### src/rtl/m4vt_pkg.sv
// Shared types and constants of the 4x4 matrix-vector transform core.
// Depends on nothing; every other file of the block imports it.
`timescale 1ns / 1ps

package m4vt_pkg;

   // Field widths of the channels and matrix geometry
   localparam int DATA_W  = 32;
   localparam int OPC_W   = 3;
   localparam int IDX_W   = 4;
   localparam int ROWS    = 4;
   localparam int COLS    = 4;
   localparam int ELEMS   = ROWS * COLS;
   localparam int ROW_W   = $clog2(ROWS);
   localparam int Q_DEPTH = 2;

   // Opcodes on the request channel
   localparam logic [OPC_W-1:0] OP_LOAD   = 3'd0;
   localparam logic [OPC_W-1:0] OP_VEC4   = 3'd1;
   localparam logic [OPC_W-1:0] OP_POINT  = 3'd2;
   localparam logic [OPC_W-1:0] OP_MULCOL = 3'd3;
   localparam logic [OPC_W-1:0] OP_COMMIT = 3'd4;

   // Decoded command kinds carried through the queue
   typedef enum logic [2:0] {
      CMD_LOAD   = 3'd0,
      CMD_VEC4   = 3'd1,
      CMD_POINT  = 3'd2,
      CMD_MULCOL = 3'd3,
      CMD_COMMIT = 3'd4
   } cmd_kind_type;

   // One queued command; operands already sign-extended from the word width
   typedef struct packed {
      cmd_kind_type                     kind;
      logic [IDX_W-1:0]                 index;
      logic [DATA_W-1:0]                value;
      logic [COLS-1:0][DATA_W-1:0]      vec;
   } cmd_type;

   // Queue fill status seen by both sides
   typedef struct packed {
      logic full;
      logic empty;
   } queue_status_type;

endpackage

### src/rtl/m4vt_queue.sv
// Short command queue between the decode front and the execute back.
// Depends on m4vt_pkg (cmd_type, queue_status_type, Q_DEPTH).
`timescale 1ns / 1ps

module m4vt_queue (
   input  logic                      clock,
   input  logic                      reset,
   input  logic                      push,
   input  m4vt_pkg::cmd_type         push_data,
   input  logic                      pop,
   output m4vt_pkg::cmd_type         pop_data,
   output m4vt_pkg::queue_status_type status
);
   import m4vt_pkg::*;

   localparam int PTR_W = $clog2(Q_DEPTH);
   localparam int CNT_W = $clog2(Q_DEPTH + 1);

   cmd_type          entry_ff [Q_DEPTH];
   logic [PTR_W-1:0] wr_ptr_ff, wr_ptr_in;
   logic [PTR_W-1:0] rd_ptr_ff, rd_ptr_in;
   logic [CNT_W-1:0] count_ff, count_in;

   // Advance pointers and fill count
   always_comb begin
      wr_ptr_in = push ? PTR_W'(wr_ptr_ff + 1'b1) : wr_ptr_ff;
      rd_ptr_in = pop  ? PTR_W'(rd_ptr_ff + 1'b1) : rd_ptr_ff;
      count_in  = count_ff;
      if (push && !pop) begin
         count_in = CNT_W'(count_ff + 1'b1);
      end else if (pop && !push) begin
         count_in = CNT_W'(count_ff - 1'b1);
      end
   end

   always_ff @(posedge clock) begin
      if (reset) begin
         wr_ptr_ff <= '0;
         rd_ptr_ff <= '0;
         count_ff  <= '0;
      end else begin
         wr_ptr_ff <= wr_ptr_in;
         rd_ptr_ff <= rd_ptr_in;
         count_ff  <= count_in;
      end
   end

   // Store the pushed beat
   always_ff @(posedge clock) begin
      if (push) begin
         entry_ff[wr_ptr_ff] <= push_data;
      end
   end

   assign pop_data     = entry_ff[rd_ptr_ff];
   assign status.full  = (count_ff == CNT_W'(Q_DEPTH));
   assign status.empty = (count_ff == '0);

endmodule

### config.mk
export PLATFORM = sky130hd
export DESIGN_NAME = m4vt_queue
export DESIGN_NICKNAME = d
export VERILOG_FILES = /design/src/rtl/m4vt_pkg.sv /design/src/rtl/m4vt_queue.sv
export SDC_FILE = /design/constraint.sdc
export NUM_CORES = 1
export LEC_CHECK = 0
export ABC_CLOCK_PERIOD_IN_PS = 27400
export BUFFER_PORTS_ARGS = -buffer_cell sky130_fd_sc_hd__buf_2
export CAP_MARGIN = 20
export CORE_ASPECT_RATIO = 1.4
export CORE_MARGIN = 2
export CORE_UTILIZATION = 38
export CTS_CLUSTER_DIAMETER = 40
export CTS_CLUSTER_SIZE = 16
export DETAILED_ROUTE_END_ITERATION = 8
export RECOVER_POWER = 100
export SYNTH_ARGS = -nofsm -noshare
export SYNTH_HDL_FRONTEND = slang
export SYNTH_SLANG_ARGS = --single-unit
### constraint.sdc
create_clock -name clock -period 27.4 [get_ports clock]
set_input_delay 2.74 -clock clock [delete_from_list [all_inputs] [get_ports clock]]
set_output_delay 2.74 -clock clock [all_outputs]
set_load 0.05 [all_outputs]
=== After elaboration in Yosys (flattened, before gate mapping) ===
Memory sizes are Yosys's and may differ from the RTL's. A register that Yosys moved wholly into a read port is not among the register bits.
Index checks and enable logic that the tools add are counted.

* Register bits: 4
* Bits in writable memories: 334
* Input port bits: 171
* Output and inout port bits: 169
* Word-level logic and storage cells: 21
* Memories kept: 1

* Add/sub/neg operators: 4
* Equality and inequality tests: 1
* Multiplexer cells: 6
* Reductions and logical operators: 6

{| class="wikitable"
|+ Memories
! name !! depth !! bits a word !! rd ports !! clocked after memory_dff !! write ports !! line !! RTL
|-
| entry_ff || 2 || 167 || 1 || 1 || 1 || m4vt_queue.sv:19 || <nowiki>cmd_type entry_ff [Q_DEPTH];</nowiki>
|}

{| class="wikitable"
|+ Operator list
! operator !! number
|-
| 2-to-1 mux 1 bit || 4
|-
| 2-to-1 mux 2 bit || 2
|-
| adder 1 bit (second input constant) || 2
|-
| adder 2 x 1 -> 2 bit (second input constant) || 1
|-
| equality test 2 bit (second input constant) || 1
|-
| logical AND 1 bit || 2
|-
| zero test 1 bit || 2
|-
| zero test 2 bit || 1
|-
| nonzero test 2 bit || 1
|-
| subtractor 2 x 1 -> 2 bit (second input constant) || 1
|}

=== Logic depth before layout (Yosys ltp) ===
* Depth in word-level cells: 4
* Mapped depth: 5
* Mapped depth without buffers: 5

=== Least setup slack after synthesis ===
Ideal clock, no wire load.

* Kind: in2reg
* Start: in push
* End: mem entry_ff[0][0] in the netlist's numbering (enable)
* Setup time: 716 ps
* Data arrival time: 9,954 ps
* Required time: 26,684 ps
* Slack: 16,730 ps
* Stages: 1
* Path buffers: 0
* Cells stage by stage: nor2b_1

* Word-level cells in the longest chain between the ends: 2

{| class="wikitable"
|+ Ends and longest elaborated chain
! item !! line !! RTL
|-
| from (decl) || m4vt_queue.sv:8 || <nowiki>input logic push,</nowiki>
|-
| 2-to-1 mux 1 bit || m4vt_queue.sv:50 || <nowiki>if (push) begin</nowiki>
|-
| 2-to-1 mux 1 bit (implied by the code) || m4vt_queue.sv:51 || <nowiki>entry_ff[wr_ptr_ff] <= push_data;</nowiki>
|-
| to (decl) || m4vt_queue.sv:19 ||
|}

No other way between the ends.

==> key figures <==
Layout
  • Fillers: 3066
  • Area of the multi-input gates: 0.00199 mm^2
  • Share of layout cells above drive strength 1: 35.6%
  • # nets final: 1082
  • Synth-to-layout area growth: 21.4%
  • FF/Latch Area: 0.0101 mm^2
  • Layout Cell Area excl Fill: between 0.015 and 0.02 mm^2

Clock tree
  • CTS tree: built
  • Worst skew pair latency: about 0.52 ns
  • Postcts setup bufs: 0
  • Bufs on Longest Clock Path: 3
  • Post-cts sizing count: 0
  • H-tree depth: 2
  • Clock slew at reported path FFs: ~0.06 ns
  • Clock root cell: clkbuf_16
  • CTS Sinks: 339
  • CTS buffer count: 38
  • Hold-fix buffers, CTS: 0

Power
  • Power share of the clock group: 37.5%
  • Net Sw Frac: 28.5%
  • Max VDD drop: around 48 uV
  • Int Power: 0.000935 W
  • Pleak: about 5.5 nW
  • Switching Power: about 0.00037 W
  • Flop pwr share: between 40% and 50%
  • Comb power frac: 15.2%
  • PD cells: roughly 84 mW/mm^2

Timing
  • Final slew viol count: 517
  • Clock skew after layout: 0.0165 ns
  • Final setup fails: 0
  • RSZ-0062 raised after global routing: false
  • Max Freq: 0.112 GHz
  • Hold Violations, Final: 0
  • Headroom to the max-slew limit: -185%
  • Worst setup margin: 18.46 ns
  • Setup TNS: 0 ns
  • Min Tclk post-route: 8.94 ns
  • Tcrit/Tclk final: 32.6%
  • Least-Margin Pin Slew: 4.27 ns

Floorplanning
  • Core Box Area: 0.0332 mm^2
  • Die area: 0.0352 mm^2
  • Die Y: around 220 um
  • Initial Util: 38.5%
  • I/O pins: 340
  • FP Rows: 79
  • Die extent in x: 159 um

Global routing
  • Global-route wire length before repair: 38400 um
  • Vias in the first global route: 6729
  • GR Overflow Total: 0
  • Initial antenna violation count: 10
  • Pin count of the biggest net entering global routing: 77
  • Total Routing Usage GR: roughly 14%

Synth
  • Post-Syn Nets: 714
  • Area share of the largest cell type after synthesis: 78.4%
  • Top cell type by total area after synthesis: edfxtp_1
  • Post-synth ARST share: 0%
  • Synth cell types: 16
  • Seq/Total Area, Yosys: 79.1%
  • Mean post-synth cell area: 23.6 um^2
  • Number of synthesized flops with an enable pin: 334
  • Synth area leaders: edfxtp_1 78%, mux2_4 15%, mux2_2 3.3%, buf_6 1.4%, dfxtp_1 0.78%
  • Cells after Synth: 542
  • Yosys warnings: 0
  • Post-synthesis register bit count: 339
  • Mapped cell area: 0.0128 mm^2
  • Post-synth top flop: edfxtp_1

Place
  • Placed Instance Area: between 0.01 and 0.015 mm^2
  • Port buffer count: about 340
  • Hpwl dp: 17700 um
  • Placement Setup Slack: between 20 and 25 ns
  • GP Congestion: 0.753

Setup path
  • Crit Path Max Fanout: 58
  • Crit-path most repeated cell: clkbuf_1
  • Reg2Reg Capture Point: entry_ff[1][109]
  • Data arrival time of the critical path: 6.20 ns
  • Startpoint types: flip-flop
  • Worst Setup End Kind: output port
  • Worst Path Required: 24.66 ns
  • R2R depth: 2
  • CP max stage cell: clkbuf_1
  • Worst setup path class: reg -> out
  • Critical R2R Launch: wr_ptr_ff
  • Sequence of cells on the critical path: clkbuf_1 > mux2_2 > clkbuf_1
  • R2R Setup Slk: 20.68 ns
  • Max stage delay on crit path: 2.41 ns

Worst hold path
  • Hold Crit Class: reg -> reg
  • Depth of the worst hold-timing path: 2
  • Min-delay src: count_ff[1]
  • Hold endpoint: count_ff[1]

Outcome
  • Failing checks: capacitance limit, slew limit
  • Status: finished, violations left

Drt
  • DR WL/cell: 19.0 um
  • Drt via density: about 4.6
  • Via count: 6337
  • Drt total wl: 26500 um
  • Drc violations: 0
  • DRT iter0 DRCs: 284
  • DRT Pass-1 Iters: 4
  • Final ANT Viol Nets: 0

Job
  • Max-Cap Viols: 10
cells in the final DEF (no fill, tap or decap), drive strengths merged:
master and count:
inv 9, nor2b 2, mux2 167, diode 9, ha 1, bufinv 1
nor2 5, buf 234, a21oi 1, clkinv 18, and2 1, clkbuf 153
dfxtp 5, xnor2 2, o21ai 1, or3 1, edfxtp 334, xor2 2
routing by layer:
metal | routed length (um) | vias up | GRT usage [%]
met5 | 13 | - | 0
met4 | 984 | 2 | 7.07
met3 | 1640 | 53 | 3.82
met2 | 14700 | 215 | 27.4
met1 | 9090 | 3149 | 14.4
li1 | - | 2918 | -
worst max-delay path: cells and delay by family, from the launching register on:
kind | cells | cell delay (ns)
muxes | 1 | 0.50
buffers and inverters | 2 | 2.88
DFF | 1 | 2.25
final cells by class:
| cell class | count | share of cell area [%] |
|---|---|---|
| Sequential cell | 339 | 65.2 |
| Multi-Input combinational cell | 183 | 12.8 |
| Clock inverter | 27 | 1.68 |
| Tap cell | 445 | 3.58 |
| Antenna cell | 9 | 0.145 |
| Clock buffer | 40 | 6.30 |
| Inverter | 1 | 0.0242 |
| Timing Repair Buffer | 347 | 10.3 |
cells by family (layout without fill, tap and decap cells):
logic type      Yosys count  count (layout)  share of synthesized area, %
flops                   339             339                          79.1
compound gates            2               2                        0.0781
fa+ha+maj                 1               1                        0.0977
buf+inv                  20             415                          1.55
xor+xnor                  4               4                         0.274
other cells               0               9                             0
simple gates              9               9                         0.342
mux                     167             167                          18.5
through the flow:
| step | hold slack [ns] | utilization (%) | std cells | total power (W) |
|---|---|---|---|---|
| after detailed placement | 0.501 | 45.0 | 1315 | 0.000853 |
| after global placement | 0.482 | 45.0 | 1315 | 0.000850 |
| after CTS | 0.508 | 48.7 | 1382 | 0.00135 |
| final | 0.501 | 46.8 | 1391 | 0.00131 |
| after global routing | 0.544 | 46.8 | 1390 | 0.00135 |
| after floorplan | 0.461 | - | 542 | 0.000805 |
cell usage after synthesis, drive strengths merged, types with 2 or more instances:
| library cell | n |
|---|---|
| edfxtp | 334 |
| mux2 | 167 |
| buf | 19 |
| dfxtp | 5 |
| nor2 | 5 |
| nor2b | 2 |
| xnor2 | 2 |
| xor2 | 2 |
power by group through the flow:
stage / clock network [W] / registers, W / logic [W]
floorplan: 0 / 0.000629 / 0.000176
global placement: 0 / 0.000627 / 0.000223
detailed placement: 0 / 0.000629 / 0.000224
CTS: 0.000507 / 0.000618 / 0.000224
global route: 0.000525 / 0.000621 / 0.000208
finish: 0.000491 / 0.000618 / 0.000199
worst max path at each step:
stage                                end
after floorplan           entry_ff[0][0]
after global placement      pop_data[19]
after detailed placement    pop_data[19]
after CTS                   pop_data[19]
after global routing       pop_data[158]
final                      pop_data[152]
registers in the layout, indices dropped and copies added (netlist names), named ones only:
register	cells
count_ff	2
entry_ff	334
rd_ptr_ff	1
wr_ptr_ff	1
Note: power is estimated with default switching activity, not from simulation.
